===== src/sv/cme_pkg.sv =====
// Package for the cycle mapping enumerator: constants, codes and state types.
// No dependencies.
`default_nettype none
package cme_pkg;
  localparam int unsigned MAX_CYCLES_DEF = 16;

  typedef enum logic [1:0] {
    ACT_NEW  = 2'd0,
    ACT_ADD  = 2'd1,
    ACT_ADV  = 2'd2,
    ACT_NONE = 2'd3
  } action_t;

  typedef enum logic [1:0] {
    REG_GROUP_LENGTH = 2'd0,
    REG_GRAPH_MODE   = 2'd1
  } reg_index_t;

  typedef enum logic [3:0] {
    ST_IDLE,
    ST_DIV,
    ST_LOAD,
    ST_DIR,
    ST_DIG,
    ST_PFIND_I,
    ST_PFIND_J,
    ST_PSWAP,
    ST_PREV,
    ST_PMAP,
    ST_PRESET,
    ST_EMIT_MUL,
    ST_EMIT
  } state_t;
endpackage
`default_nettype wire


===== src/sv/cme_if.sv =====
// Valid/ready stream interfaces for the enumerator's input and result words.
// Depends on nothing.
`default_nettype none
interface cme_in_if;
  logic       valid;
  logic       ready;
  logic [1:0] action;
  logic [7:0] cycle_length;
  logic [7:0] cycle_start;
  modport source (output valid, action, cycle_length, cycle_start, input ready);
  modport sink (input valid, action, cycle_length, cycle_start, output ready);
endinterface

interface cme_out_if;
  logic       valid;
  logic       ready;
  logic [3:0] cycle_position;
  logic [7:0] start_offset;
  logic       direction;
  logic [7:0] start_value;
  logic       more;
  logic       last;
  modport source (output valid, cycle_position, start_offset, direction, start_value,
                  more, last, input ready);
  modport sink (input valid, cycle_position, start_offset, direction, start_value,
                more, last, output ready);
endinterface
`default_nettype wire


===== src/sv/cme_div.sv =====
// Restoring divider, one quotient bit per cycle, for the length reduction.
// Depends on nothing.
`default_nettype none
module cme_div (
  input  wire logic       clk,
  input  wire logic       rst_n,
  input  wire logic       start,
  input  wire logic [7:0] dividend,
  input  wire logic [7:0] divisor,
  output logic            done,
  output logic [7:0]      quotient
);
  logic [7:0] q_r, q_nxt;
  logic [8:0] rem_r, rem_nxt;
  logic [3:0] cnt_r, cnt_nxt;
  logic       busy_r, busy_nxt;
  logic [7:0] dvs_r, dvs_nxt;
  logic [8:0] trial;

  always_comb begin
    q_nxt    = q_r;
    rem_nxt  = rem_r;
    cnt_nxt  = cnt_r;
    busy_nxt = busy_r;
    dvs_nxt  = dvs_r;
    trial    = {rem_r[7:0], q_r[7]};
    done     = 1'b0;
    if (start) begin
      q_nxt    = dividend;
      rem_nxt  = '0;
      cnt_nxt  = 4'd0;
      busy_nxt = 1'b1;
      dvs_nxt  = divisor;
    end else if (busy_r) begin
      if (trial >= {1'b0, dvs_r}) begin
        rem_nxt = trial - {1'b0, dvs_r};
        q_nxt   = {q_r[6:0], 1'b1};
      end else begin
        rem_nxt = trial;
        q_nxt   = {q_r[6:0], 1'b0};
      end
      cnt_nxt = cnt_r + 4'd1;
      if (cnt_r == 4'd7) busy_nxt = 1'b0;
    end else if (cnt_r == 4'd8) begin
      done    = 1'b1;
      cnt_nxt = 4'd0;
    end
  end

  assign quotient = q_r;

  always_ff @(posedge clk) begin
    q_r   <= q_nxt;
    rem_r <= rem_nxt;
    dvs_r <= dvs_nxt;
    if (!rst_n) begin
      cnt_r  <= '0;
      busy_r <= 1'b0;
    end else begin
      cnt_r  <= cnt_nxt;
      busy_r <= busy_nxt;
    end
  end
endmodule
`default_nettype wire


===== src/sv/cycle_mapping_enumerator_core.sv =====
// Top level of the cycle mapping enumerator: sequencer, cycle tables, odometer.
// Depends on cme_pkg, cme_if and cme_div.
//
// channel | dir | words
// in_     | in  | action, cycle_length, cycle_start
// out_    | out | one word per loaded cycle on advance
// cfg_    | in  | group_length (0), graph_mode (1)
//
// A load runs through ST_DIV, waiting on the bit-serial divider, then ST_LOAD.
// An advance runs on one sequencer walking the tables one entry per cycle while
// no result word stalls; each result word passes ST_EMIT_MUL, then ST_EMIT.
// Reset clears counts, direction bits, digits and identity order at once.
// A stalled result word holds the sequencer; no input is taken until done.
`default_nettype none
module cycle_mapping_enumerator_core #(
  parameter int unsigned MAX_CYCLES = cme_pkg::MAX_CYCLES_DEF
) (
  input  wire logic       clk,
  input  wire logic       rst_n,
  input  wire logic       cfg_we,
  input  wire logic [0:0] cfg_index,
  input  wire logic [7:0] cfg_data,
  cme_in_if.sink          in_ch,
  cme_out_if.source       out_ch
);
  localparam int unsigned IW = (MAX_CYCLES > 1) ? $clog2(MAX_CYCLES) : 1;
  localparam int unsigned CW = $clog2(MAX_CYCLES + 1);

  cme_pkg::state_t state_r, state_nxt;

  logic [7:0] glen_r;
  logic       gmode_r;
  logic [7:0] red_r [MAX_CYCLES];
  logic [7:0] sin_r [MAX_CYCLES];
  logic [7:0] sout_r [MAX_CYCLES];
  logic [IW-1:0] perm_r [MAX_CYCLES];
  logic       dir_r [MAX_CYCLES];
  logic [7:0] dig_r [MAX_CYCLES];
  logic [CW-1:0] rsz_r [MAX_CYCLES];
  logic [CW-1:0] rcnt_r, ncnt_r;
  logic [7:0] lraw_r;
  logic [7:0] len_r, st_r;
  logic [CW-1:0] i_r, j_r, base_r, r_r, sz_r, pi_r;
  logic       more_r, gv_r;
  logic [15:0] prod_r;

  logic [7:0] gl_eff;
  logic       div_start, div_done;
  logic [7:0] quo;

  assign gl_eff = (glen_r == 8'd0) ? 8'd1 : glen_r;

  cme_div u_div (
    .clk(clk), .rst_n(rst_n), .start(div_start), .dividend(in_ch.cycle_length),
    .divisor(gl_eff), .done(div_done), .quotient(quo)
  );

  logic acc;
  assign in_ch.ready = (state_r == cme_pkg::ST_IDLE);
  assign acc = in_ch.valid && in_ch.ready;
  assign div_start = acc && (in_ch.action == cme_pkg::ACT_NEW
                             || in_ch.action == cme_pkg::ACT_ADD);

  // combinational sequencer; table writes done in the clocked block by state
  logic [CW-1:0] n_eff;
  logic [CW:0]   szc;
  logic [CW-1:0] rem_n;
  logic [IW-1:0] ii, jj;
  always_comb begin
    rem_n = ncnt_r - base_r;
    szc = {1'b0, rsz_r[r_r[IW-1:0]]};
    if (szc > {1'b0, rem_n}) szc = {1'b0, rem_n};
    n_eff = ncnt_r;
    ii = i_r[IW-1:0];
    jj = j_r[IW-1:0];
  end

  always_comb begin
    state_nxt = state_r;
    case (state_r)
      cme_pkg::ST_IDLE:
        if (acc) begin
          case (cme_pkg::action_t'(in_ch.action))
            cme_pkg::ACT_NEW, cme_pkg::ACT_ADD: state_nxt = cme_pkg::ST_DIV;
            cme_pkg::ACT_ADV: if (ncnt_r != '0) state_nxt = cme_pkg::ST_DIR;
            default: state_nxt = cme_pkg::ST_IDLE;
          endcase
        end
      cme_pkg::ST_DIV: if (div_done) state_nxt = cme_pkg::ST_LOAD;
      cme_pkg::ST_LOAD: state_nxt = cme_pkg::ST_IDLE;
      cme_pkg::ST_DIR: begin
        if (gmode_r) state_nxt = gv_r ? cme_pkg::ST_DIG : cme_pkg::ST_EMIT_MUL;
        else if (i_r == '0) state_nxt = cme_pkg::ST_DIG;
        else if (!dir_r[IW'(i_r - 1'b1)]) state_nxt = cme_pkg::ST_EMIT_MUL;
      end
      cme_pkg::ST_DIG:
        if (i_r == n_eff) state_nxt = cme_pkg::ST_PRESET;
        else if (dig_r[ii] + 8'd1 < red_r[ii]) state_nxt = cme_pkg::ST_EMIT_MUL;
      cme_pkg::ST_PRESET:
        if (r_r == rcnt_r || base_r >= ncnt_r) state_nxt = cme_pkg::ST_EMIT_MUL;
        else if (szc < 2) state_nxt = cme_pkg::ST_PMAP;
        else state_nxt = cme_pkg::ST_PFIND_I;
      cme_pkg::ST_PFIND_I:
        if (i_r == base_r) begin
          if (perm_r[ii] < perm_r[IW'(i_r + 1'b1)]) state_nxt = cme_pkg::ST_PFIND_J;
          else state_nxt = cme_pkg::ST_PMAP;
        end else if (perm_r[ii] < perm_r[IW'(i_r + 1'b1)]) state_nxt = cme_pkg::ST_PFIND_J;
      cme_pkg::ST_PFIND_J:
        if (j_r == i_r + 1'b1 || perm_r[jj] > perm_r[ii]) state_nxt = cme_pkg::ST_PSWAP;
      cme_pkg::ST_PSWAP: state_nxt = cme_pkg::ST_PREV;
      cme_pkg::ST_PREV: if (i_r >= j_r) state_nxt = cme_pkg::ST_PMAP;
      cme_pkg::ST_PMAP:
        if (pi_r == sz_r) state_nxt = more_r ? cme_pkg::ST_EMIT_MUL : cme_pkg::ST_PRESET;
      cme_pkg::ST_EMIT_MUL: state_nxt = cme_pkg::ST_EMIT;
      cme_pkg::ST_EMIT:
        if (out_ch.ready) state_nxt = (i_r == n_eff - 1'b1) ? cme_pkg::ST_IDLE
                                                             : cme_pkg::ST_EMIT_MUL;
      default: state_nxt = cme_pkg::ST_IDLE;
    endcase
  end

  assign out_ch.valid = (state_r == cme_pkg::ST_EMIT);
  assign out_ch.cycle_position = 4'(i_r);
  assign out_ch.start_offset = prod_r[7:0];
  assign out_ch.direction = dir_r[ii];
  assign out_ch.start_value = sout_r[ii];
  assign out_ch.more = more_r;
  assign out_ch.last = (i_r == n_eff - 1'b1);

  logic [IW-1:0] kk, src;
  logic [CW:0] modv;
  assign kk = ncnt_r[IW-1:0];
  always_comb begin
    modv = {1'b0, (CW)'(perm_r[IW'(base_r + pi_r)])};
    if (modv >= {1'b0, sz_r}) modv = modv - {1'b0, sz_r};
    src = IW'(base_r + modv[CW-1:0]);
  end

  always_ff @(posedge clk) begin
    if (!rst_n) begin
      state_r <= cme_pkg::ST_IDLE;
      glen_r  <= 8'd1;
      gmode_r <= 1'b0;
      rcnt_r  <= '0;
      ncnt_r  <= '0;
      lraw_r  <= '0;
      for (int k = 0; k < MAX_CYCLES; k++) begin
        perm_r[k] <= IW'(k);
        dir_r[k]  <= 1'b0;
        dig_r[k]  <= '0;
      end
    end else begin
      state_r <= state_nxt;
      if (cfg_we) begin
        if (cfg_index == 1'(cme_pkg::REG_GROUP_LENGTH)) glen_r <= cfg_data;
        else gmode_r <= cfg_data[0];
      end
      case (state_r)
        cme_pkg::ST_IDLE:
          if (acc) begin
            len_r <= in_ch.cycle_length;
            st_r  <= in_ch.cycle_start;
            more_r <= 1'b1;
            i_r   <= ncnt_r;
            gv_r  <= dir_r[0];
            if (in_ch.action == cme_pkg::ACT_NEW) begin
              ncnt_r <= '0;
              rcnt_r <= '0;
            end
          end
        cme_pkg::ST_LOAD:
          if (ncnt_r < CW'(MAX_CYCLES)) begin
            red_r[kk]  <= (quo == 8'd0) ? 8'd1 : quo;
            sin_r[kk]  <= st_r;
            sout_r[kk] <= st_r;
            dir_r[kk]  <= 1'b0;
            dig_r[kk]  <= '0;
            if (ncnt_r != '0 && rcnt_r != '0 && len_r == lraw_r) begin
              perm_r[kk] <= IW'(rsz_r[IW'(rcnt_r - 1'b1)]);
              rsz_r[IW'(rcnt_r - 1'b1)] <= rsz_r[IW'(rcnt_r - 1'b1)] + 1'b1;
            end else if (rcnt_r < CW'(MAX_CYCLES)) begin
              perm_r[kk] <= '0;
              rsz_r[rcnt_r[IW-1:0]] <= CW'(1);
              rcnt_r <= rcnt_r + 1'b1;
            end
            lraw_r <= len_r;
            ncnt_r <= ncnt_r + 1'b1;
          end
        cme_pkg::ST_DIR:
          if (gmode_r) begin
            for (int k = 0; k < MAX_CYCLES; k++)
              if (CW'(k) < ncnt_r) dir_r[k] <= ~gv_r;
            i_r <= '0;
          end else if (i_r == '0) begin
            i_r <= '0;
          end else if (dir_r[IW'(i_r - 1'b1)]) begin
            dir_r[IW'(i_r - 1'b1)] <= 1'b0;
            i_r <= i_r - 1'b1;
          end else begin
            dir_r[IW'(i_r - 1'b1)] <= 1'b1;
            i_r <= '0;
          end
        cme_pkg::ST_DIG:
          if (i_r == n_eff) begin
            base_r <= '0;
            r_r    <= '0;
          end else if (dig_r[ii] + 8'd1 < red_r[ii]) begin
            dig_r[ii] <= dig_r[ii] + 8'd1;
            i_r <= '0;
          end else begin
            dig_r[ii] <= '0;
            i_r <= i_r + 1'b1;
          end
        cme_pkg::ST_PRESET:
          if (r_r == rcnt_r || base_r >= ncnt_r) begin
            more_r <= 1'b0;
            i_r <= '0;
          end else begin
            sz_r <= szc[CW-1:0];
            i_r  <= base_r + szc[CW-1:0] - 2'd2;
            pi_r <= '0;
            more_r <= 1'b0;
          end
        cme_pkg::ST_PFIND_I:
          if (perm_r[ii] < perm_r[IW'(i_r + 1'b1)]) j_r <= base_r + sz_r - 1'b1;
          else if (i_r != base_r) i_r <= i_r - 1'b1;
          else begin
            for (int k = 0; k < MAX_CYCLES; k++)
              if (CW'(k) >= base_r && CW'(k) < base_r + sz_r)
                perm_r[k] <= IW'(CW'(k) - base_r);
          end
        cme_pkg::ST_PFIND_J:
          if (!(j_r == i_r + 1'b1 || perm_r[jj] > perm_r[ii])) j_r <= j_r - 1'b1;
        cme_pkg::ST_PSWAP: begin
          perm_r[ii] <= perm_r[jj];
          perm_r[jj] <= perm_r[ii];
          i_r <= i_r + 1'b1;
          j_r <= base_r + sz_r - 1'b1;
          more_r <= 1'b1;
        end
        cme_pkg::ST_PREV:
          if (i_r < j_r) begin
            perm_r[ii] <= perm_r[jj];
            perm_r[jj] <= perm_r[ii];
            i_r <= i_r + 1'b1;
            j_r <= j_r - 1'b1;
          end
        cme_pkg::ST_PMAP:
          if (pi_r == sz_r) begin
            i_r <= '0;
            base_r <= base_r + sz_r;
            r_r <= r_r + 1'b1;
          end else begin
            sout_r[IW'(base_r + pi_r)] <= more_r ? sin_r[src] : sin_r[IW'(base_r + pi_r)];
            pi_r <= pi_r + 1'b1;
          end
        cme_pkg::ST_EMIT_MUL: prod_r <= dig_r[ii] * gl_eff;
        cme_pkg::ST_EMIT: if (out_ch.ready && !(i_r == n_eff - 1'b1)) i_r <= i_r + 1'b1;
        default: ;
      endcase
    end
  end

  assert property (@(posedge clk) disable iff (!rst_n)
    out_ch.valid |-> !in_ch.ready)
    else $error("result word while input open");
  assert property (@(posedge clk) disable iff (!rst_n)
    ncnt_r <= CW'(MAX_CYCLES))
    else $error("cycle count overflow");
  assert property (@(posedge clk) disable iff (!rst_n)
    (out_ch.valid && !out_ch.ready) |=> out_ch.valid && $stable(out_ch.cycle_position))
    else $error("stalled word moved");
  assert property (@(posedge clk) disable iff (!rst_n)
    rcnt_r <= ncnt_r)
    else $error("more groups than cycles");
endmodule
`default_nettype wire


===== src/flat_wrapper.sv =====
// flat-port wrapper written by rule: the top's interface ports become plain ports
module cycle_mapping_enumerator_core_flat 
#(
  parameter int unsigned MAX_CYCLES = cme_pkg::MAX_CYCLES_DEF
)
  (clk, rst_n, cfg_we, cfg_index, cfg_data, in_ch_valid, in_ch_action, in_ch_cycle_length, in_ch_cycle_start, in_ch_ready, out_ch_valid, out_ch_cycle_position, out_ch_start_offset, out_ch_direction, out_ch_start_value, out_ch_more, out_ch_last, out_ch_ready);
  cme_in_if in_ch_i ();
  cme_out_if out_ch_i ();
  input  wire logic clk;
  input  wire logic rst_n;
  input  wire logic cfg_we;
  input  wire logic [0:0] cfg_index;
  input  wire logic [7:0] cfg_data;
  input wire logic [$bits(in_ch_i.valid)-1:0] in_ch_valid;
  input wire logic [$bits(in_ch_i.action)-1:0] in_ch_action;
  input wire logic [$bits(in_ch_i.cycle_length)-1:0] in_ch_cycle_length;
  input wire logic [$bits(in_ch_i.cycle_start)-1:0] in_ch_cycle_start;
  output wire logic [$bits(in_ch_i.ready)-1:0] in_ch_ready;
  output wire logic [$bits(out_ch_i.valid)-1:0] out_ch_valid;
  output wire logic [$bits(out_ch_i.cycle_position)-1:0] out_ch_cycle_position;
  output wire logic [$bits(out_ch_i.start_offset)-1:0] out_ch_start_offset;
  output wire logic [$bits(out_ch_i.direction)-1:0] out_ch_direction;
  output wire logic [$bits(out_ch_i.start_value)-1:0] out_ch_start_value;
  output wire logic [$bits(out_ch_i.more)-1:0] out_ch_more;
  output wire logic [$bits(out_ch_i.last)-1:0] out_ch_last;
  input wire logic [$bits(out_ch_i.ready)-1:0] out_ch_ready;
  assign in_ch_i.valid = in_ch_valid;
  assign in_ch_i.action = in_ch_action;
  assign in_ch_i.cycle_length = in_ch_cycle_length;
  assign in_ch_i.cycle_start = in_ch_cycle_start;
  assign in_ch_ready = in_ch_i.ready;
  assign out_ch_valid = out_ch_i.valid;
  assign out_ch_cycle_position = out_ch_i.cycle_position;
  assign out_ch_start_offset = out_ch_i.start_offset;
  assign out_ch_direction = out_ch_i.direction;
  assign out_ch_start_value = out_ch_i.start_value;
  assign out_ch_more = out_ch_i.more;
  assign out_ch_last = out_ch_i.last;
  assign out_ch_i.ready = out_ch_ready;
  cycle_mapping_enumerator_core #(.MAX_CYCLES(MAX_CYCLES)) u_core (.clk(clk), .rst_n(rst_n), .cfg_we(cfg_we), .cfg_index(cfg_index), .cfg_data(cfg_data), .in_ch(in_ch_i), .out_ch(out_ch_i));
endmodule

===== config.mk =====
export PLATFORM = sky130hd
export DESIGN_NAME = cycle_mapping_enumerator_core_flat
export DESIGN_NICKNAME = d
export VERILOG_FILES = /design/src/sv/cme_pkg.sv /design/src/sv/cme_if.sv /design/src/sv/cme_div.sv /design/src/sv/cycle_mapping_enumerator_core.sv /design/src/flat_wrapper.sv
export SDC_FILE = /design/constraint.sdc
export NUM_CORES = 1
export LEC_CHECK = 0
export BUFFER_PORTS_ARGS = -buffer_cell sky130_fd_sc_hd__buf_2
export CAP_MARGIN = 40
export CORE_ASPECT_RATIO = 1.75
export CORE_MARGIN = 1
export CORE_UTILIZATION = 25
export DETAILED_ROUTE_END_ITERATION = 10
export PLACE_DENSITY = 0.39
export SLEW_MARGIN = 25
export SYNTH_ARGS = -nofsm -noshare
export SYNTH_HDL_FRONTEND = slang
export SYNTH_SLANG_ARGS = --single-unit

===== constraint.sdc =====
create_clock -name clk -period 9.4 [get_ports clk]
set_input_delay 1.41 -clock clk [delete_from_list [all_inputs] [get_ports clk]]
set_output_delay 1.41 -clock clk [all_outputs]
set_load 0.02 [all_outputs]

=== Yosys cells after proc, flatten, opt, wreduce, memory -nomap -nowiden ===
Memories as Yosys holds them, arrays and structs flattened. A register that Yosys moved wholly into a read port is not among the register bits.
Cells that the tools add are included.

* Eq/ne operators: 48
* Order comparisons: 60
* Add/sub/neg operators: 37
* Bitwise gates (word level): 41
* Mux-type cells: 370
* Reduce and logical (&&, ||, !) cells: 65
* Multipliers: 1

{| class="wikitable"
|+ Operator list
! operator !! count
|-
| 1-bit 2-to-1 mux || 262
|-
| 4-bit 2-to-1 mux || 60
|-
| 5-bit 2-to-1 mux || 28
|-
| 4-bit by 5-bit < comparator with 1-bit output, first input constant || 16
|-
| 8-bit 2-to-1 mux || 10
|-
| 5-bit one-hot mux with 2 select lines || 5
|-
| 4-bit one-hot mux with 12 select lines || 1
|-
| 5-bit one-hot mux with 9 select lines || 1
|-
| 4-bit by 5-bit >= comparator with 1-bit output, first input constant || 8
|-
| 3-bit by 5-bit < comparator with 1-bit output, first input constant || 8
|-
| 1-bit OR || 37
|-
| 4-bit subtractor, first input constant || 8
|-
| 5-bit by 1-bit adder with 5-bit output, second input constant || 6
|-
| 5-bit equality test || 6
|-
| 4-bit equality test, second input constant || 6
|-
| 2-bit by 1-bit inequality test with 1-bit output, second input constant || 12
|-
| 8-bit OR reduction || 3
|-
| 1-bit logical AND || 21
|-
| 4-bit by 3-bit equality test with 1-bit output, second input constant || 5
|-
| 3-bit by 5-bit >= comparator with 1-bit output, first input constant || 4
|-
| 1-bit by 5-bit < comparator with 1-bit output, first input constant || 4
|-
| 2-bit by 5-bit < comparator with 1-bit output, first input constant || 4
|-
| 5-bit one-hot mux with 4 select lines || 1
|-
| 5-bit by 1-bit subtractor with 5-bit output, second input constant || 4
|-
| other kinds (60) || 102
|}

* Bits in writable memories: 672
* Bits in registers: 115
* Output and inout bits: 25
* Memories: 7
* Word-level logic and storage cells: 650
* Input port bits: 32

{| class="wikitable"
|+ Memories
! name !! depth !! bits a word !! read ports !! clocked after Yosys merged registers in !! wr ports !! line !! text
|-
| u_core.dig_r || 16 || 8 || 1 || 1 || 16 || cycle_mapping_enumerator_core.sv:38 || <nowiki>logic [7:0] dig_r [MAX_CYCLES];</nowiki>
|-
| u_core.red_r || 16 || 8 || 1 || 1 || 1 || cycle_mapping_enumerator_core.sv:33 || <nowiki>logic [7:0] red_r [MAX_CYCLES];</nowiki>
|-
| u_core.sin_r || 16 || 8 || 2 || 0 || 1 || cycle_mapping_enumerator_core.sv:34 || <nowiki>logic [7:0] sin_r [MAX_CYCLES];</nowiki>
|-
| u_core.sout_r || 16 || 8 || 1 || 1 || 1 || cycle_mapping_enumerator_core.sv:35 || <nowiki>logic [7:0] sout_r [MAX_CYCLES];</nowiki>
|-
| u_core.rsz_r || 16 || 5 || 2 || 1 || 1 || cycle_mapping_enumerator_core.sv:39 || <nowiki>logic [CW-1:0] rsz_r [MAX_CYCLES];</nowiki>
|-
| u_core.perm_r || 16 || 4 || 4 || 2 || 16 || cycle_mapping_enumerator_core.sv:36 || <nowiki>logic [IW-1:0] perm_r [MAX_CYCLES];</nowiki>
|-
| +1 memories || -- || -- || -- || -- || -- || -- ||
|}

=== Longest topological paths before layout ===
Gate-level depths: netlist of the first run.

* Depth after elaboration: 12
* Gate-level depth with buffers: 23

=== Modules after synthesis ===
Synthesis of the first run repeated with hierarchy kept, for this count alone.

* Cell total of the unflattened synthesis: 3,066
* Area total of the unflattened synthesis: 42,739.7 µm²

{| class="wikitable"
|+ By module, submodules not included
! module !! seq. area each (µm²) !! cells an instance !! times used !! area each (µm²)
|-
| cycle_mapping_enumerator_core || 22,631.7 || 2,916 || 1 || 41,145.7
|-
| cme_div || 740.7 || 150 || 1 || 1,594.0
|}

=== Least setup slack after synthesis of the first run ===
Ideal clock, no wire load.

* Kind: reg2reg
* From: reg u_core.base_r[0]
* To: mem u_core.sout_r[0][3] (data pin)
* Period minus slack after synthesis: 6,751 ps
* Path slack: 2,649 ps
* Stages on the path, launching flop included: 22
* Setup time: 386 ps
* Arrival: 6,365 ps
* Data required time: 9,014 ps
* Path buffers: 5
* Path through: edfxtp_1 -> ha_1 -> fa_1 -> clkbuf_1 -> clkbuf_1 -> clkbuf_1 -> mux4_2 -> nand2_1 -> a31oi_1 -> ha_1 -> nor2b_1 -> o21ai_0 -> a31oi_1 -> o21bai_1 -> mux2i_1 -> ha_1 -> clkbuf_1 -> clkbuf_1 -> mux4_2 -> mux2_2 -> a221oi_1 -> o21ai_0

* Cells in the longest elaborated chain, start to end: 8
* Elaborated cells between the ends (all ways): 9

{| class="wikitable"
|+ RTL lines
! what !! line !! text
|-
| start, declared || cycle_mapping_enumerator_core.sv:43 || <nowiki>logic [CW-1:0] i_r, j_r, base_r, r_r, sz_r, pi_r;</nowiki>
|-
| start signal, assigned || cycle_mapping_enumerator_core.sv:251 || <nowiki>base_r <= base_r + sz_r;</nowiki>
|-
| 4-bit adder || cycle_mapping_enumerator_core.sv:134, cycle_mapping_enumerator_core.sv:254 ||
|-
| memory read 16 x 4 bit || -- ||
|-
| 4-bit subtractor / 4-bit by 5-bit >= comparator with 1-bit output (equally long branches) || cycle_mapping_enumerator_core.sv:135 || <nowiki>if (modv >= {1'b0, sz_r}) modv = modv - {1'b0, sz_r};</nowiki>
|-
| 4-bit 2-to-1 mux || cycle_mapping_enumerator_core.sv:135 ||
|-
| 4-bit adder || cycle_mapping_enumerator_core.sv:136 || <nowiki>src = IW'(base_r + modv[CW-1:0]);</nowiki>
|-
| memory read 16 x 8 bit * || -- ||
|-
| 8-bit 2-to-1 mux * || cycle_mapping_enumerator_core.sv:254 || <nowiki>sout_r[IW'(base_r + pi_r)] <= more_r ? sin_r[src] : sin_r[IW'(base_r + pi_r)];</nowiki>
|-
| 8-bit 2-to-1 mux (no line) * || -- ||
|-
| end, declared || cycle_mapping_enumerator_core.sv:35 ||
|}

Mark *: on every way between the ends. The rest lies on a longest branch, timed or not.

=== Worst setup path in the final report of the first run ===
* From: reg u_core.base_r[1]
* To: mem u_core.sout_r[8][2] (data pin)

Same word-level chain as after synthesis.

==> results of run 1 <==
[kinds of logic after synthesis]
logic type	count (synthesis)
AOI/OAI and AO/OA	477
DFF	800
adders and majority gates	129
buffers and inverters	318
and+or+nand+nor	903
muxes	410
xor gates and xnor gates	115
[cells in the mapped netlist (all sizes together), types with 59 or more instances]
cell    instances
ha            110
and2           59
o21ai         150
mux2i          65
dfxtp          65
a21oi         119
nand3          59
buf            79
nor2          319
clkbuf        118
nand2         297
mux4          301
edfxtp        735
xnor2          69
inv           117
[worst paths after layout]
path,startpoint,to,slack (ps),cells after the start
max,u_core.base_r[1]$_SDFFCE_PN0P_,u_core.sout_r[8][2]$_DFFE_PP_,2280,21
min,u_core.glen_r[0]$_SDFFE_PN1P_,u_core.glen_r[0]$_SDFFE_PN1P_,480,2
max reg2reg,u_core.base_r[1]$_SDFFCE_PN0P_,u_core.sout_r[8][2]$_DFFE_PP_,2280,21
min reg2reg,u_core.glen_r[0]$_SDFFE_PN1P_,u_core.glen_r[0]$_SDFFE_PN1P_,480,2
[sequential cells by signal, summed over array words and instances (netlist names), 8 cells and up, named ones only]
| signal | flops |
|---|---|
| u_core.len_r | 8 |
| u_core.lraw_r | 8 |
| u_core.prod_r | 8 |
| u_core.st_r | 8 |
| u_core.red_r | 128 |
| u_core.dir_r | 16 |
| u_core.rsz_r | 80 |
| u_core.sin_r | 128 |
| u_core.glen_r | 8 |
| u_core.u_div.dvs_r | 8 |
| u_core.u_div.quotient | 8 |
| u_core.u_div.rem_r | 8 |
| u_core.sout_r | 128 |
| u_core.perm_r | 64 |
| u_core.dig_r | 128 |
[final cells by class]
cell class                 instances  area share [%]
antenna                            1         0.00514
clock buffer                      98            4.42
clock inverter                    52            1.38
inverter                         121           0.932
multi-input combinational       2034            36.7
sequential                       800            48.0
tap                             2211            5.68
timing repair buffer             194            2.91
[stage by stage]
stage | total power, mW | cell area, µm²
final | 12.3 | 48700
after detailed placement | 8.95 | 45900
after global routing | 12.9 | 48700
after global placement | 8.90 | 45600
after floorplan | 7.19 | 42400
after CTS | 12.5 | 48700
[power by group]
| group | internal, mW | switching, mW |
|---|---|---|
| logic | 1.60 | 2.67 |
| registers | 4.28 | 0.238 |
| clock network | 1.99 | 1.52 |
[per-layer routing]
metal  share of wire [%]  wire length (µm)  global-route usage [%]  vias to the layer above
met5               0.015                22                       0                        -
met4                 4.9              7350                    8.34                        4
met1                  37             54900                    18.7                    14300
met3                 3.3              5000                    1.99                      255
li1                    -                 -                       -                    12200
met2                  55             83000                    33.3                      700
[worst register-to-register path, delay by kind of cell (launching register included)]
kind            cells  cell delay [ps]
compound gates      6             1430
fa+ha+maj           4             2160
buf+inv             4             1090
flops               1              670
mux                 4             1300
simple gates        3              210
==> reports/results.ini, run 1 <==
[timing]
min_period_ps=7120
finClkSkew_ps=43.7
tns_ps=0
finalSetupViolCount=0
whs_ps=476
setup_ws_ps=2280
tightest_slew_ps=931
fin_crit_sh_pct=75.8
relSlewSlack_pct=37.9
hold_violations=0
max_freq_mhz=140
rsz0062_at_grt=no
final_max_slew_viol_count=0

[global_route]
grt_remaining_overflow=0
grt_max_degree=44
grt_usage_pct=17.4
antenna_found_initial=4
grt_pass1_vias=29100
grt_pass1_wl_um=215000

[hold_path]
hold_class=flop to flop

[synth]
syn_avg_cell_area_um2=13.5
synthTopCellsByArea=edfxtp_1 52%, mux4_2 16%, ha_1 3.2%, dfxtp_1 3.1%, nor2_1 2.8%
ys_async_sr_fraction_pct=0
synth_top_family_by_area=multiplexers
synth_compound_area_share_pct=7.09
synth_cells=3152
synth-xor-area-share_pct=2.42
synth_edf_count=735
ys_seq_area_share_pct=55.1
yosysTopAreaCellShare_pct=52.0
synth_area_mm2=0.0424
yosys_warnings=0
ys.flop_type=edfxtp_1
yosys.area.top_type=edfxtp_1
synthDistinctLibCells=83
synth.area.mux_share_pct=18.7
synth-seq-cells=800
yosys.area_share.simple_pct=9.54
synthesis.nets=3313
synth_fa_ha_area_share_pct=4.14

[clock_network]
cts_buffers=83
cts_hold_buf=0
ctsResizeCount=0
clk_pin_slew_ps=60
root_buffer=clkbuf_16
cts_sinks=800
htreeDepth=3
cts_max_path_buffers=3
clk_latency_ps=700
cts_tree=built
post_cts_buffers=0

[critical_path]
crit_path_start_kind=flop
worstPathMaxFanout=41
cp_top_family=adder cells
required_ps=9830
end_kind=flop
path_class=flop to flop
crit_chain=fa_2 > buf_4 > mux4_2 > nand2_1 > nand3_1 > o21ai_0 > ha_1 > nor2b_1 > o21ai_0 > a31oi_1 > o21bai_1 > mux2i_1 > ha_2 > inv_1 > fa_2 > buf_16 > mux4_2 > mux2_2 > a221oi_1 > o21ai_1 > buf_4
worst-path-buf-inv=4
crit_slowest_cell=fa_2
arrival_ps=7550
cpPeakStageDelay_ps=890

[placement]
place_ws_ps=2220
place_inst=5358
place.port_buffers=56
dp_hpwl_um=110000
place_congestion=0.889

[finish]
finalNonFillerCells=5511
regArea_mm2=0.0234
multi_input_area_mm2=0.0179
nets=3395
area_growth_pct=14.8
fillers=17200
final_common_cell=edfxtp_1
postLayoutCoreUtil_pct=29.0
layout_common_cells=735 x edfxtp_1, 316 x nor2_1, 301 x mux4_2
drive_gt1_share_pct=21.3

[die]
core_area_mm2=0.168
dieHeight_um=547
fp.dieArea_mm2=0.172
pin_count=57
rows=199
start_util_pct=25.2
die_w_um=313

[routing]
ant_nets=0
drt-initial-drc-count=2199
wirelength_um=150000
drc=0
avgViaCountPerCell=5.00
wire_per_inst_um=27.3
dr.pass1.iters=5
num_vias=27500

[run]
cap_violations=0

[pwr]
p_leak_nw=16.2
pwr_density_cell_mw_per_mm2=252
ir_worst_vdd_uv=142

[run_status]
status=completed

Note: power is estimated with default switching activity, not from simulation.
==> run 2, diff against run 1 <==
==> constraint.sdc (replaced) <==
create_clock -name clk -period 6.65 [get_ports clk]
set_input_delay 0.9975 -clock clk [delete_from_list [all_inputs] [get_ports clk]]
set_output_delay 0.9975 -clock clk [all_outputs]
set_load 0.02 [all_outputs]
==> run 2 against run 1 <==
Against the previous run:
- design area is essentially flat
- non-clock buffer count grew 21
- sequential share of layout area is essentially flat
- critical path depth grew 1
- hold slack lost 1.2 ps
- clock-buffer cell count grew 5
- final cell count grew 0.38%
- critical path type unchanged
==> reports/results.ini, run 2 (synthesis gave the netlist of run 1 again) <==
[pwr]
ir_worst_vdd_uv=313  ; +120%
p_leak_nw=16.2  ; +0.11%
pwr_density_cell_mw_per_mm2=350  ; +39%

[clock_network]
cts_max_path_buffers=3  ; unchanged
clk_latency_ps=710  ; about the same
htreeDepth=3  ; unchanged
clk_pin_slew_ps=60  ; about the same
cts_sinks=800  ; unchanged
cts_tree=built
cts_hold_buf=0  ; unchanged
cts_buffers=82  ; -1.2%
ctsResizeCount=0  ; unchanged
post_cts_buffers=0  ; unchanged
root_buffer=clkbuf_16

[finish]
layout_common_cells=735 x edfxtp_1, 317 x nor2_1, 301 x mux4_2
area_growth_pct=14.8  ; about the same
nets=3415  ; +0.59%
drive_gt1_share_pct=21.8  ; +0.47 points
multi_input_area_mm2=0.0179  ; about the same
fin_area_mm2=0.0487  ; about the same
regArea_mm2=0.0234  ; unchanged
final_common_cell=edfxtp_1
fillers=17100  ; -0.64%

[routing]
drc=0  ; unchanged
drt-initial-drc-count=1931  ; -12%
wirelength_um=150000  ; -0.13%
ant_nets=0  ; unchanged
wire_per_inst_um=27.1  ; -0.51%
avgViaCountPerCell=4.99  ; about the same
num_vias=27600  ; +0.33%
dr.pass1.iters=5  ; unchanged

[global_route]
grt_remaining_overflow=0  ; unchanged
antenna_found_initial=5  ; +1
grt_usage_pct=17.3  ; -0.096 points
grt_pass1_wl_um=214000  ; -0.33%
top_usage_layer=met2
use_met3_pct=2.11  ; +0.12 points
grt_max_degree=40  ; -9.1%
grt_pass1_vias=28900  ; -0.56%
use_met2_pct=33.4  ; +0.11 points
grtUsageMet1_pct=18.4  ; -0.31 points

[timing]
hold_violations=0  ; unchanged
rsz0062_at_grt=no
tns_ps=0  ; unchanged
final_max_slew_viol_count=0  ; unchanged
finalSetupViolCount=0  ; unchanged
tightest_slew_ps=1120  ; +187 ps
finClkSkew_ps=53.3  ; +9.56 ps
max_freq_mhz=160  ; +14%
min_period_ps=6250  ; -872 ps
relSlewSlack_pct=25.5  ; -12 points
fin_crit_sh_pct=94.0  ; +18 points

[critical_path]
timing.rr.end=u_core.sout_r[5][3]$_DFFE_PP_
crit_end=u_core.sout_r[5][3]$_DFFE_PP_
path_class=flop to flop
worstPathMaxFanout=24  ; -41%
crit_path_start_kind=flop
reg2regPathDepth=22  ; +4.8%
cp-startpoint=u_core.pi_r[0]$_SDFFCE_PN0P_
required_ps=7070  ; -2760 ps
r2r-start=u_core.pi_r[0]$_SDFFCE_PN0P_
regToRegSetupSlack_ps=400  ; -1880 ps
arrival_ps=6670  ; -880 ps
end_kind=flop

[die]
core_area_mm2=0.168  ; unchanged
die_w_um=313  ; unchanged
fp.dieArea_mm2=0.172  ; unchanged
rows=199  ; unchanged
dieHeight_um=547  ; unchanged
start_util_pct=25.2  ; unchanged
pin_count=57  ; unchanged

[placement]
dp_hpwl_um=110000  ; +0.70%
place_congestion=0.882  ; -0.79%
dpl_cell_area_mm2=0.0460  ; +0.32%
place.port_buffers=56  ; unchanged

[run_status]
status=completed

[run]
cap_violations=0  ; unchanged

[hold_path]
hold_class=flop to flop

-- run 2: how the worst min path moves through the flow --
stage	from	endpoint	depth (start not counted)
2_1_floorplan	u_core.glen_r[0]$_SDFFE_PN1P_	u_core.glen_r[0]$_SDFFE_PN1P_	2
3_3_place_gp	u_core.glen_r[0]$_SDFFE_PN1P_	u_core.glen_r[0]$_SDFFE_PN1P_	2
3_5_place_dp	u_core.u_div.rem_r[7]$_SDFFE_PP0P_	u_core.u_div.rem_r[7]$_SDFFE_PP0P_	2
4_1_cts	in_ch_cycle_start[7]	u_core.st_r[7]$_DFFE_PP_	1
5_1_grt	in_ch_cycle_start[7]	u_core.st_r[7]$_DFFE_PP_	1
6_report	u_core.u_div.rem_r[7]$_SDFFE_PP0P_	u_core.u_div.rem_r[7]$_SDFFE_PP0P_	2
-- run 2: worst max-delay path: stages (launching register included) --
cell and delay [ps]:
edfxtp_1 500, ha_4 220, fa_2 560, buf_4 220, mux4_2 310, nand2_1 80, nand2_1 60, o21ai_0 430
ha_1 270, nor2b_1 50, o21ai_0 210, a31oi_1 120, o21bai_1 260, mux2i_1 260, ha_2 210, inv_1 50
fa_2 560, buf_12 190, mux4_2 320, mux2_2 310, a221oi_1 250, o21ai_1 250, buf_4 250
-- run 2: report_power, final --
group	switching, mW	internal [mW]
clock network	2.14	2.65
registers	0.353	6.05
logic	3.63	2.27
-- run 2: stage by stage --
stage	setup slack (ps)	std cells	hold WS, ps	utilization (%)	power [mW]
2_1_floorplan	68.1	3152	441	-	10.2
3_3_place_gp	219	5359	462	27.2	12.5
3_5_place_dp	392	5379	473	27.3	12.5
4_1_cts	392	5528	442	28.9	17.4
5_1_grt	46.2	5531	461	29.0	17.9
6_report	401	5532	475	29.0	17.1
-- run 2: final cells by class --
class / count / share of cell area, %
Sequential cell: 800 / 48.0
Multi-Input combinational cell: 2034 / 36.7
Tap cell: 2211 / 5.68
Clock buffer: 103 / 4.44
Timing Repair Buffer: 215 / 3.20
Clock inverter: 46 / 1.11
Inverter: 121 / 0.932
Antenna cell: 2 / 0.0103
-- run 2: metal layers --
layer / vias to the layer above / share of wire, % / wire length (µm)
li1: 12300 / - / -
met1: 14200 / 36 / 54100
met2: 812 / 56 / 83300
met3: 292 / 3.7 / 5570
met4: 2 / 4.7 / 7110
met5: - / 0.0080 / 12
==> run 3, diff against run 2 <==
--- a/config.mk
+++ b/config.mk
@@ -11,6 +11,7 @@
 export CORE_MARGIN = 1
 export CORE_UTILIZATION = 25
 export DETAILED_ROUTE_END_ITERATION = 10
+export GPL_TIMING_DRIVEN = 0
 export PLACE_DENSITY = 0.39
 export SLEW_MARGIN = 25
 export SYNTH_ARGS = -nofsm -noshare
==> run 3 against run 2 <==
Against the previous run:
- final cell count is 2.5% higher
- largest cell class unchanged
- sequential share of layout area is 1.1 points lower
- largest power group is now combinational logic
- critical path type unchanged
- wire length is 6.9% higher
- global-route usage is 1.2 points higher
- critical endpoint is now u_core.sout_r[4][3]$_DFFE_PP_
==> reports/results.ini, run 3 (synthesis gave the netlist of run 1 again) <==
[routing]
wire_per_inst_um=28.3  ; +4.3%
ant_nets=0  ; unchanged
wirelength_um=160000  ; +6.9%
drc=0  ; unchanged
drt-initial-drc-count=2107  ; +9.1%
avgViaCountPerCell=4.99  ; about the same
num_vias=28300  ; +2.5%
dr.pass1.iters=6  ; +1

[die]
core_area_mm2=0.168  ; unchanged
rows=199  ; unchanged
fp.dieArea_mm2=0.172  ; unchanged
die_w_um=313  ; unchanged
pin_count=57  ; unchanged
start_util_pct=25.2  ; unchanged
dieHeight_um=547  ; unchanged

[timing]
finClkSkew_ps=59.4  ; +6.08 ps
hold_violations=0  ; unchanged
finalSetupViolCount=0  ; unchanged
tightest_slew_ps=886  ; -232 ps
relSlewSlack_pct=40.9  ; +15 points
fin_crit_sh_pct=97.8  ; +3.8 points
min_period_ps=6500  ; +253 ps
final_max_slew_viol_count=0  ; unchanged
rsz0062_at_grt=no
max_freq_mhz=154  ; -3.9%

[placement]
place_congestion=0.935  ; +6.0%
place_inst=5481  ; +1.9%
place.port_buffers=56  ; unchanged
dp_hpwl_um=123000  ; +12%

[clock_network]
clk_latency_ps=700  ; about the same
cts_buffers=83  ; +1.2%
root_buffer=clkbuf_16
clk_pin_slew_ps=60  ; about the same
htreeDepth=3  ; unchanged
cts_sinks=800  ; unchanged
cts_max_path_buffers=3  ; unchanged
cts_tree=built

[global_route]
grt_usage_pct=18.5  ; +1.2 points
grt_remaining_overflow=0  ; unchanged
grt_pass1_vias=29700  ; +2.7%
antenna_found_initial=7  ; +2
grt_pass1_wl_um=226000  ; +5.5%
grt_max_degree=18  ; -55%

[critical_path]
cpPeakStageDelay_ps=660  ; +100 ps
path_class=flop to flop
end_kind=flop
crit_path_start_kind=flop
required_ps=7080  ; about the same
worstPathMaxFanout=7  ; -71%
arrival_ps=6930  ; +260 ps
crit_chain=ha_4 > fa_2 > clkbuf_8 > buf_8 > clkbuf_16 > buf_12 > mux4_2 > a211oi_4 > a31oi_4 > ha_4 > nand3_1 > a31oi_1 > o21bai_2 > buf_4 > mux2_2 > inv_1 > fa_2 > buf_12 > clkbuf_16 > mux4_2 > mux2_2 > a221oi_4 > o21ai_4 > buf_8
crit_slowest_cell=fa_2

[pwr]
power.total_mw=17.5  ; +2.5%
p_leak_nw=16.6  ; +2.4%
ir_worst_vdd_uv=208  ; -34%
pwr_density_cell_mw_per_mm2=351  ; about the same

[finish]
postLayoutCoreUtil_pct=29.7  ; +0.69 points
finalNonFillerCells=5670  ; +2.5%
nets=3549  ; +3.9%
fillers=17100  ; -0.058%
area_growth_pct=17.6
final_common_cell=edfxtp_1
drive_gt1_share_pct=23.0  ; +1.2 points
layout_common_cells=735 x edfxtp_1, 314 x nor2_1, 301 x mux4_2

[run]
cap_violations=0  ; unchanged

[run_status]
status=completed

[hold_path]
hold_class=flop to flop

==> run 3: cell count changes in the layout (fill, tap and decap cells not counted), sizes merged <==
| cell | before | now |
|---|---|---|
| bufinv | 8 | 5 |
| clkinv | 30 | 45 |
| buf | 215 | 231 |
| clkinvlp | 7 | 0 |
| inv | 122 | 121 |
| clkbuf | 103 | 221 |
==> run 3: metrics by stage <==
step                cell area [µm²]  hold slack (ps)  setup WS, ps  setup TNS (ps)
global placement              45500              464         -4430         -861950
finish                        49900              478           148               0
floorplan                     42500              441          68.1               0
CTS                           49700              447          3.37               0
detailed placement            46300              473         -2780         -434110
global route                  49900              473          20.2               0
==> run 3: path summary, 6_finish.rpt <==
check / startpoint / end / slack, ps / cells past startpoint
hold reg to reg: u_core.u_div.rem_r[7]$_SDFFE_PP0P_ / u_core.u_div.rem_r[7]$_SDFFE_PP0P_ / 480 / 2
setup / recovery: u_core.base_r[0]$_SDFFCE_PN0P_ / u_core.sout_r[4][3]$_DFFE_PP_ / 150 / 24
setup reg to reg: u_core.base_r[0]$_SDFFCE_PN0P_ / u_core.sout_r[4][3]$_DFFE_PP_ / 150 / 24
hold / removal: u_core.u_div.rem_r[7]$_SDFFE_PP0P_ / u_core.u_div.rem_r[7]$_SDFFE_PP0P_ / 480 / 2
==> run 3: what timing repair did <==
action	in CTS	in global routing
resized for setup	111	10
cloned	1	0
buffers inserted	22	7
pin swaps	10	10
setup endpoints to repair	364	215
hold buffers	0	0
==> run 3: layout make-up <==
type,instances,area [µm²],area share [%]
tap,2211,2770,5.54
inverter,121,454,0.910
buffer,193,1050,2.11
sequential,800,23400,46.8
clock inverter,50,440,0.882
clock buffer,104,2210,4.43
timing repair buffer,155,1350,2.71
multi-input combinational,2034,18300,36.6
antenna,2,5.00,0.0100
==> run 3: worst max-delay path: cells and delay by family, from the launching register on <==
kind	cells	cell delay (ps)
AOI/OAI and AO/OA	6	1270
and+or+nand+nor	1	90
adders and majority gates	4	1640
DFF	1	520
muxes	4	1300
buffers and inverters	9	1370
==> run 3: power breakdown <==
part / total [mW] / internal, mW / switching [mW]
sequential: 6.21 / 6.04 / 0.168
combinational: 6.58 / 2.38 / 4.19
clock: 4.72 / 2.57 / 2.14
total: 17.5 / 11.0 / 6.51
==> run 3: layer usage <==
metal  up-vias  global-route usage, %  routed length (µm)
met5         -                      0                  49
met4         8                   9.94                9250
met3       298                   2.14                5460
met2       803                   36.2               89900
met1     14600                   18.9               55700
li1      12600                      -                   -
